File: config.mk
export PLATFORM = sky130hd
export DESIGN_NAME = rps_ctrl
export DESIGN_NICKNAME = d
export VERILOG_FILES = /design/src/design/rotate_pixel_scatter_unit_assert.svh /design/src/design/rps_pkg.sv /design/src/design/rps_ctrl.sv
export SDC_FILE = /design/constraint.sdc
export NUM_CORES = 1
export LEC_CHECK = 0
export BUFFER_PORTS_ARGS = -buffer_cell sky130_fd_sc_hd__buf_4
export CAP_MARGIN = 20
export CORE_AREA = 2 2 39 41
export DETAILED_ROUTE_END_ITERATION = 10
export DIE_AREA = 0 0 41 43
export GPL_TIMING_DRIVEN = 0
export PLACE_DENSITY = 0.42
export SETUP_SLACK_MARGIN = 0.2
export SLEW_MARGIN = 20
export SYNTH_ARGS = -nofsm -noshare
export SYNTH_HDL_FRONTEND = slang
export SYNTH_SLANG_ARGS = --single-unit
export TNS_END_PERCENT = 30
File: constraint.sdc
create_clock -name clk_i -period 1.63 [get_ports clk_i]
set_input_delay 0.0815 -clock clk_i [delete_from_list [all_inputs] [get_ports clk_i]]
set_output_delay 0.0815 -clock clk_i [all_outputs]
set_load 0.005 [all_outputs]
File: src/design/rotate_pixel_scatter_unit_assert.svh
// Assertion macros for the rotate pixel scatter unit.
// RPS_ASSERT is gated by reset, RPS_ASSERT_NR also holds during reset.
`ifndef ROTATE_PIXEL_SCATTER_UNIT_ASSERT_SVH
`define ROTATE_PIXEL_SCATTER_UNIT_ASSERT_SVH
`ifndef ASSERT_OFF
`define RPS_ASSERT(lbl, prop, msg) \
  lbl: assert property (@(posedge clk_i) disable iff (!rst_ni) prop) \
    else $error(msg);
`define RPS_ASSERT_NR(lbl, prop, msg) \
  lbl: assert property (@(posedge clk_i) prop) \
    else $error(msg);
`else
`define RPS_ASSERT(lbl, prop, msg)
`define RPS_ASSERT_NR(lbl, prop, msg)
`endif
`endif

File: src/design/rps_pkg.sv
package rps_pkg;

  // Item commands
  localparam logic CMD_PLACE = 1'b0;
  localparam logic CMD_READ  = 1'b1;

  // Configuration register indexes
  localparam logic [2:0] CFG_OUT_WIDTH  = 3'd0;
  localparam logic [2:0] CFG_OUT_HEIGHT = 3'd1;
  localparam logic [2:0] CFG_COS_VALUE  = 3'd2;
  localparam logic [2:0] CFG_SIN_VALUE  = 3'd3;
  localparam logic [2:0] CFG_SHIFT_X    = 3'd4;
  localparam logic [2:0] CFG_SHIFT_Y    = 3'd5;

  localparam int unsigned CFG_IDX_W  = 3;
  localparam int unsigned CFG_DATA_W = 16;

  // Reset values of the configuration registers
  localparam logic [9:0]         RST_OUT_WIDTH  = 10'd512;
  localparam logic [9:0]         RST_OUT_HEIGHT = 10'd512;
  localparam logic signed [15:0] RST_COS_VALUE  = 16'sd16384;
  localparam logic signed [15:0] RST_SIN_VALUE  = 16'sd0;
  localparam logic [9:0]         RST_SHIFT_X    = 10'd0;
  localparam logic [9:0]         RST_SHIFT_Y    = 10'd0;

  // Level of an unwritten output pixel
  localparam logic [7:0] WHITE_LEVEL = 8'd255;

  typedef struct packed {
    logic       cmd;
    logic [8:0] pos_x;
    logic [8:0] pos_y;
    logic [7:0] blue_in;
    logic [7:0] green_in;
    logic [7:0] red_in;
  } rps_in_t;

  typedef struct packed {
    logic [8:0] dest_x;
    logic [8:0] dest_y;
    logic [7:0] blue_out;
    logic [7:0] green_out;
    logic [7:0] red_out;
  } rps_out_t;

  typedef enum logic [3:0] {
    ST_CLEAR,
    ST_IDLE,
    ST_MUL,
    ST_SUM,
    ST_OFFS,
    ST_CLAMP,
    ST_ADDR,
    ST_MEM,
    ST_DONE
  } rps_state_e;

  // Controller to datapath
  typedef struct packed {
    logic clr_step;
    logic load_in;
    logic mul_en;
    logic sum_en;
    logic offs_en;
    logic clamp_en;
    logic addr_en;
    logic mem_en;
    logic out_load;
  } rps_cmd_t;

  // Datapath to controller
  typedef struct packed {
    logic clr_last;
    logic out_free;
  } rps_sts_t;

endpackage

File: src/design/rps_ctrl.sv
module rps_ctrl (
  input  logic             clk_i,
  input  logic             rst_ni,
  input  logic             in_valid_i,
  input  rps_pkg::rps_sts_t sts_i,
  output rps_pkg::rps_cmd_t cmd_o,
  output logic             in_stall_o
);

  rps_pkg::rps_state_e state_q, state_d;

  // State register
  always_ff @(posedge clk_i or negedge rst_ni) begin
    if (!rst_ni) begin
      state_q <= rps_pkg::ST_CLEAR;
    end else begin
      state_q <= state_d;
    end
  end

  // Next state
  always_comb begin
    state_d = state_q;
    unique case (state_q)
      rps_pkg::ST_CLEAR: begin
        if (sts_i.clr_last) state_d = rps_pkg::ST_IDLE;
      end
      rps_pkg::ST_IDLE: begin
        if (in_valid_i) state_d = rps_pkg::ST_MUL;
      end
      rps_pkg::ST_MUL:   state_d = rps_pkg::ST_SUM;
      rps_pkg::ST_SUM:   state_d = rps_pkg::ST_OFFS;
      rps_pkg::ST_OFFS:  state_d = rps_pkg::ST_CLAMP;
      rps_pkg::ST_CLAMP: state_d = rps_pkg::ST_ADDR;
      rps_pkg::ST_ADDR:  state_d = rps_pkg::ST_MEM;
      rps_pkg::ST_MEM:   state_d = rps_pkg::ST_DONE;
      rps_pkg::ST_DONE: begin
        if (sts_i.out_free) state_d = rps_pkg::ST_IDLE;
      end
      default: state_d = rps_pkg::ST_CLEAR;
    endcase
  end

  // Outputs
  always_comb begin
    cmd_o      = '0;
    in_stall_o = 1'b1;
    unique case (state_q)
      rps_pkg::ST_CLEAR: cmd_o.clr_step = 1'b1;
      rps_pkg::ST_IDLE: begin
        in_stall_o    = 1'b0;
        cmd_o.load_in = in_valid_i;
      end
      rps_pkg::ST_MUL:   cmd_o.mul_en   = 1'b1;
      rps_pkg::ST_SUM:   cmd_o.sum_en   = 1'b1;
      rps_pkg::ST_OFFS:  cmd_o.offs_en  = 1'b1;
      rps_pkg::ST_CLAMP: cmd_o.clamp_en = 1'b1;
      rps_pkg::ST_ADDR:  cmd_o.addr_en  = 1'b1;
      rps_pkg::ST_MEM:   cmd_o.mem_en   = 1'b1;
      rps_pkg::ST_DONE:  cmd_o.out_load = sts_i.out_free;
      default: ;
    endcase
  end

endmodule

# [Word-level counts from Yosys, hierarchy flattened]
# Index checks and enable logic that the tools add are counted.
[totals] output_inout_bits=10 elab_cells=28 mem_bits_ro=0 mem_bits_rw=0 latch_bits=0 in_bits=5 register_bits=4 mem_count=0
[classes] n_mux=14 multipliers=0 div=0 shift=0 n_reduce_logical=2 n_eq_ne=11 n_lt_le_gt_ge=0 add_sub_neg=0 bitwise=0
[op_table] cell="4-bit one-hot mux with 9 select lines" count=1
[op_table] cell="4-bit by 3-bit equality test with 1-bit output (second input constant)" count=4
[op_table] cell="4-bit two-way mux" count=3
[op_table] cell="1-bit two-way mux" count=10
[op_table] cell="4-bit by 2-bit equality test with 1-bit output (second input constant)" count=2
[op_table] cell="2-bit != test (second input constant)" count=3
[op_table] cell="4-bit by 1-bit equality test with 1-bit output (second input constant)" count=1
[op_table] cell="4-bit equality test (second input constant)" count=1
[op_table] cell="4-bit zero test" count=1
[op_table] cell="3-bit AND reduction" count=1

# [Longest topological paths before layout]
[logic_depth] depth_word=3 mapped_depth=4

# [Worst setup path before layout]
# Ideal clock, no wire load.
[synth_path] path_type="reg-to-reg" from="register state_q[3]" to="register state_q[0]" synth_period_minus_slack_ns=1.074 slack_ns=0.556 t_arrival_ns=0.950 setup_time_ns=0.124 stages_incl_launch_ff=5 cell_sequence="dfrtp_1 -> buf_4 -> nor4b_2 -> and2_1 -> o21bai_1"
[synth_between] elab_chain_cells=3 elab_cells_between_ends=14
[synth_lines] item="start, declared" line_no="rps_ctrl.sv:10" source="rps_pkg::rps_state_e state_q, state_d;"
[synth_lines] item="start signal, assigned" line_no="rps_ctrl.sv:15" source="state_q <= rps_pkg::ST_CLEAR;"
[synth_lines] item="start signal, assigned" line_no="rps_ctrl.sv:17" source="state_q <= state_d;"
[synth_lines] item="4-bit equality test (tied with other cells)" line_no="rps_ctrl.sv:24" source="unique case (state_q)"
[synth_lines] item="2-bit != test (no source line)"
[synth_lines] item="3-bit AND reduction (no source line)"
# Parallel ways exist; a longest one is shown, timed or not.
# A chain may end at the register's enable or synchronous reset.

==> impl_metrics.env <==
export IMPL_outcome="finished clean"
export IMPL_met1_usage_pct=12.3
export IMPL_power_density_nw_per_um2=1820
export IMPL_tns_ns=0
export IMPL_cts_buffers=3
export IMPL_slowest_delay_ns=0.36
export IMPL_nFillCells=159
export IMPL_cp_slowest_cell="dfrtp_1"
export IMPL_post_dp_hpwl_um=513
export IMPL_use_met3_pct=7.85
export IMPL_boundaryPins=15
export IMPL_first_global_vias=268
export IMPL_clkPwrFrac_pct=14.9
export IMPL_rsz0062_at_grt="true"
export IMPL_rrSetupSlack_ns=0.35
export IMPL_rows=14
export IMPL_worstSetupPathType="reg2out"
export IMPL_hold_viol=0
export IMPL_pre_cts_ws_ns=0.486
export IMPL_maxSlewViolCount=0
export IMPL_switching_share_pct=39.0
export IMPL_worst_slack_ns=0.234
export IMPL_start_util_pct=19.5
export IMPL_grt_max_degree=11
export IMPL_cp_required_ns=1.55
export IMPL_synth_area_leaders="dfrtp_1, nor3_1, nor2_1, nor4b_2, nand2b_1"
export IMPL_route_detailed_drc=0
export IMPL_h_tree_depth=1
export IMPL_worst_setup_path_end_kind="output pin"
export IMPL_avgViaCountPerCell=4.46
export IMPL_yosysWarnings=0
export IMPL_fmax_mhz=716
export IMPL_fin_nets=60
export IMPL_cts_tree="built"
export IMPL_path_delay_family="simple AND/OR/NAND/NOR gates"
export IMPL_p_seq_share_pct=25.0
export IMPL_antenna_found_initial=0
export IMPL_grt_usage_pct=9.86
export IMPL_portBuffers=14
export IMPL_cts_sinks=4
export IMPL_die_area_um2=1760
export IMPL_core_um2=1380
export IMPL_clk_latency_ns=0.24
export IMPL_critical_path_buf_inv_count=2
export IMPL_comb_power_share_pct=60.2
export IMPL_worstPathCellList="buf_6 -> nor4b_4 -> and2_4 -> buf_6"
export IMPL_cap_violations=0
export IMPL_synthCells=32
export IMPL_p_sw_uw=331
export IMPL_flow_area_growth_from_synthesis_pct=72.7
export IMPL_relSlewSlack_pct=81.6
export IMPL_cts_reportedPaths_clkPinSlew_ns=0.04
export IMPL_worst_slew_pin_slew_ns=0.276
export IMPL_peakVddDrop_mv=0.697
export IMPL_clock_skew_final_ns=0.00391
export IMPL_detail_route_wirelength_um=783
export IMPL_syn_area_um2=270
export IMPL_setup_viol=0
export IMPL_clk_path_buf_depth=2
export IMPL_gp_congestion=0.686
export IMPL_yosys_area_top_type="dfrtp_1"
export IMPL_wl_per_cell_um=11.3
export IMPL_globalRouteMet2Util_pct=12.2
export IMPL_grt_pass1_wl_um=1110
export IMPL_ys_seq_elements=4
export IMPL_dr_pass1_iters=2
export IMPL_fp_dieW_um=41
export IMPL_layout_common_cells="buf_4, nor2_1, nor3_1"
export IMPL_yosysSeqAreaShare_pct=37.0
export IMPL_syn_area_per_cell_um2=8.45
export IMPL_drive_gt1_share_pct=47.2
export IMPL_finalPower_uw=849
export IMPL_leakagePower_nw=0.222
export IMPL_root_buffer="clkbuf_4"
export IMPL_grt_overflow=0
export IMPL_worstPathArrival_ns=1.31
export IMPL_largest_reg_flops=4
export IMPL_die_y_um=43
export IMPL_synth_fp_nets=37
export IMPL_busiest_layer="met1"
export IMPL_startpoint_type="flop"
export IMPL_path_common_cell="buf_6"
export IMPL_vias=308
export IMPL_fin_crit_ns=1.40
export IMPL_largest_register="state_q"
export IMPL_yosysTopAreaCellShare_pct=37.0
export IMPL_drt_iter0_drc=1
export IMPL_min_path_type="in2reg"
export IMPL_antenna_cells_inserted=0
export IMPL_intPower_uw=518
export IMPL_drtAntennaViolNets=0
export IMPL_reg_largest_list="state_q x4"
export IMPL_period_share_pct=85.6
export IMPL_final_common_cell="buf_4"
export IMPL_yosys_cell_types_count=20
export IMPL_path_max_fanout=7
==> area by class of cell <==
cell class / count / area, um^2 / area share (%)
inverter: 1 / 3.75 / 0.804
timing repair buffer: 18 / 141 / 30.3
tap: 16 / 20.0 / 4.29
clock buffer: 3 / 22.5 / 4.83
sequential: 4 / 101 / 21.7
multi-input combinational: 25 / 159 / 34.0
buffer: 2 / 18.8 / 4.02
==> worst paths after layout <==
| kind | startpoint | end | depth (start not counted) |
|---|---|---|---|
| max in group asynchronous | rst_ni | state_q[1]$_DFFE_PN0P_ | 2 |
| min in group asynchronous | rst_ni | state_q[3]$_DFFE_PN0P_ | 2 |
| worst max register to register | state_q[2]$_DFFE_PN0P_ | state_q[0]$_DFFE_PN0P_ | 6 |
| worst min-delay path | sts_i[0] | state_q[3]$_DFFE_PN0P_ | 2 |
| worst max-delay path | state_q[2]$_DFFE_PN0P_ | cmd_o[0] | 4 |
| worst min register to register | state_q[3]$_DFFE_PN0P_ | state_q[2]$_DFFE_PN0P_ | 2 |
==> cells in the mapped netlist <==
cell type / count
nor4_1: 1
nor3_1: 4
nand2_1: 2
nand2b_1: 2
nor4b_2: 1
dfrtp_1: 4
buf_4: 1
nor2b_1: 1
inv_1: 1
and3_1: 1
xor2_1: 1
and2_1: 1
o21bai_1: 1
nor2_1: 5
o21ai_0: 1
a2bb2oi_1: 1
and2b_1: 1
buf_6: 1
o22ai_1: 1
a21oi_1: 1
==> kinds of logic (layout without fill, tap and decap cells) <==
group,after synthesis,after routing,synth area share (%)
compound gates,5,5,12.0
flops,4,4,37.0
simple gates,19,19,39.4
buf+inv,3,24,8.33
xor+xnor,1,1,3.24
==> per-layer routing <==
metal	wire (um)	up-vias
met2	391	10
li1	-	154
met3	49	2
met4	19	0
met1	323	142
met5	0	-
==> worst register-to-register path, cell delays in order, from the launching register on <==
cell	delay (ns)
dfrtp_1	0.36
buf_6	0.14
buf_4	0.13
buf_4	0.13
nor3_1	0.16
a2bb2oi_1	0.17
o21bai_1	0.07
==> repair_timing <==
| action | in CTS | in global routing |
|---|---|---|
| setup endpoints to repair | 0 | 1 |
| buffers inserted | 0 | 3 |
| hold buffers | 1 | 0 |
| endpoints found under the hold margin | 4 | 0 |
| resized for setup | 0 | 4 |
==> power by group through the flow <==
stage / clock, mW / combinational [mW] / sequential [mW]
after global placement: 0 / 0.455 / 0.204
after floorplan: 0 / 0.275 / 0.187
after global routing: 0.137 / 0.564 / 0.220
final: 0.126 / 0.511 / 0.212
after detailed placement: 0 / 0.448 / 0.202
after CTS: 0.131 / 0.451 / 0.201
==> metrics by stage <==
| stage | hold WS [ns] | cells | cell area [um^2] | utilization (%) |
|---|---|---|---|---|
| floorplan | -0.214 | 32 | 270 | - |
| global placement | -0.120 | 62 | 395 | 28.6 |
| detailed placement | -0.119 | 62 | 395 | 28.6 |
| CTS | 0.0360 | 66 | 428 | 30.9 |
| global route | 0.0351 | 69 | 467 | 33.7 |
| finish | 0.0408 | 69 | 467 | 33.7 |
Power figures use the tool's default switching activity.
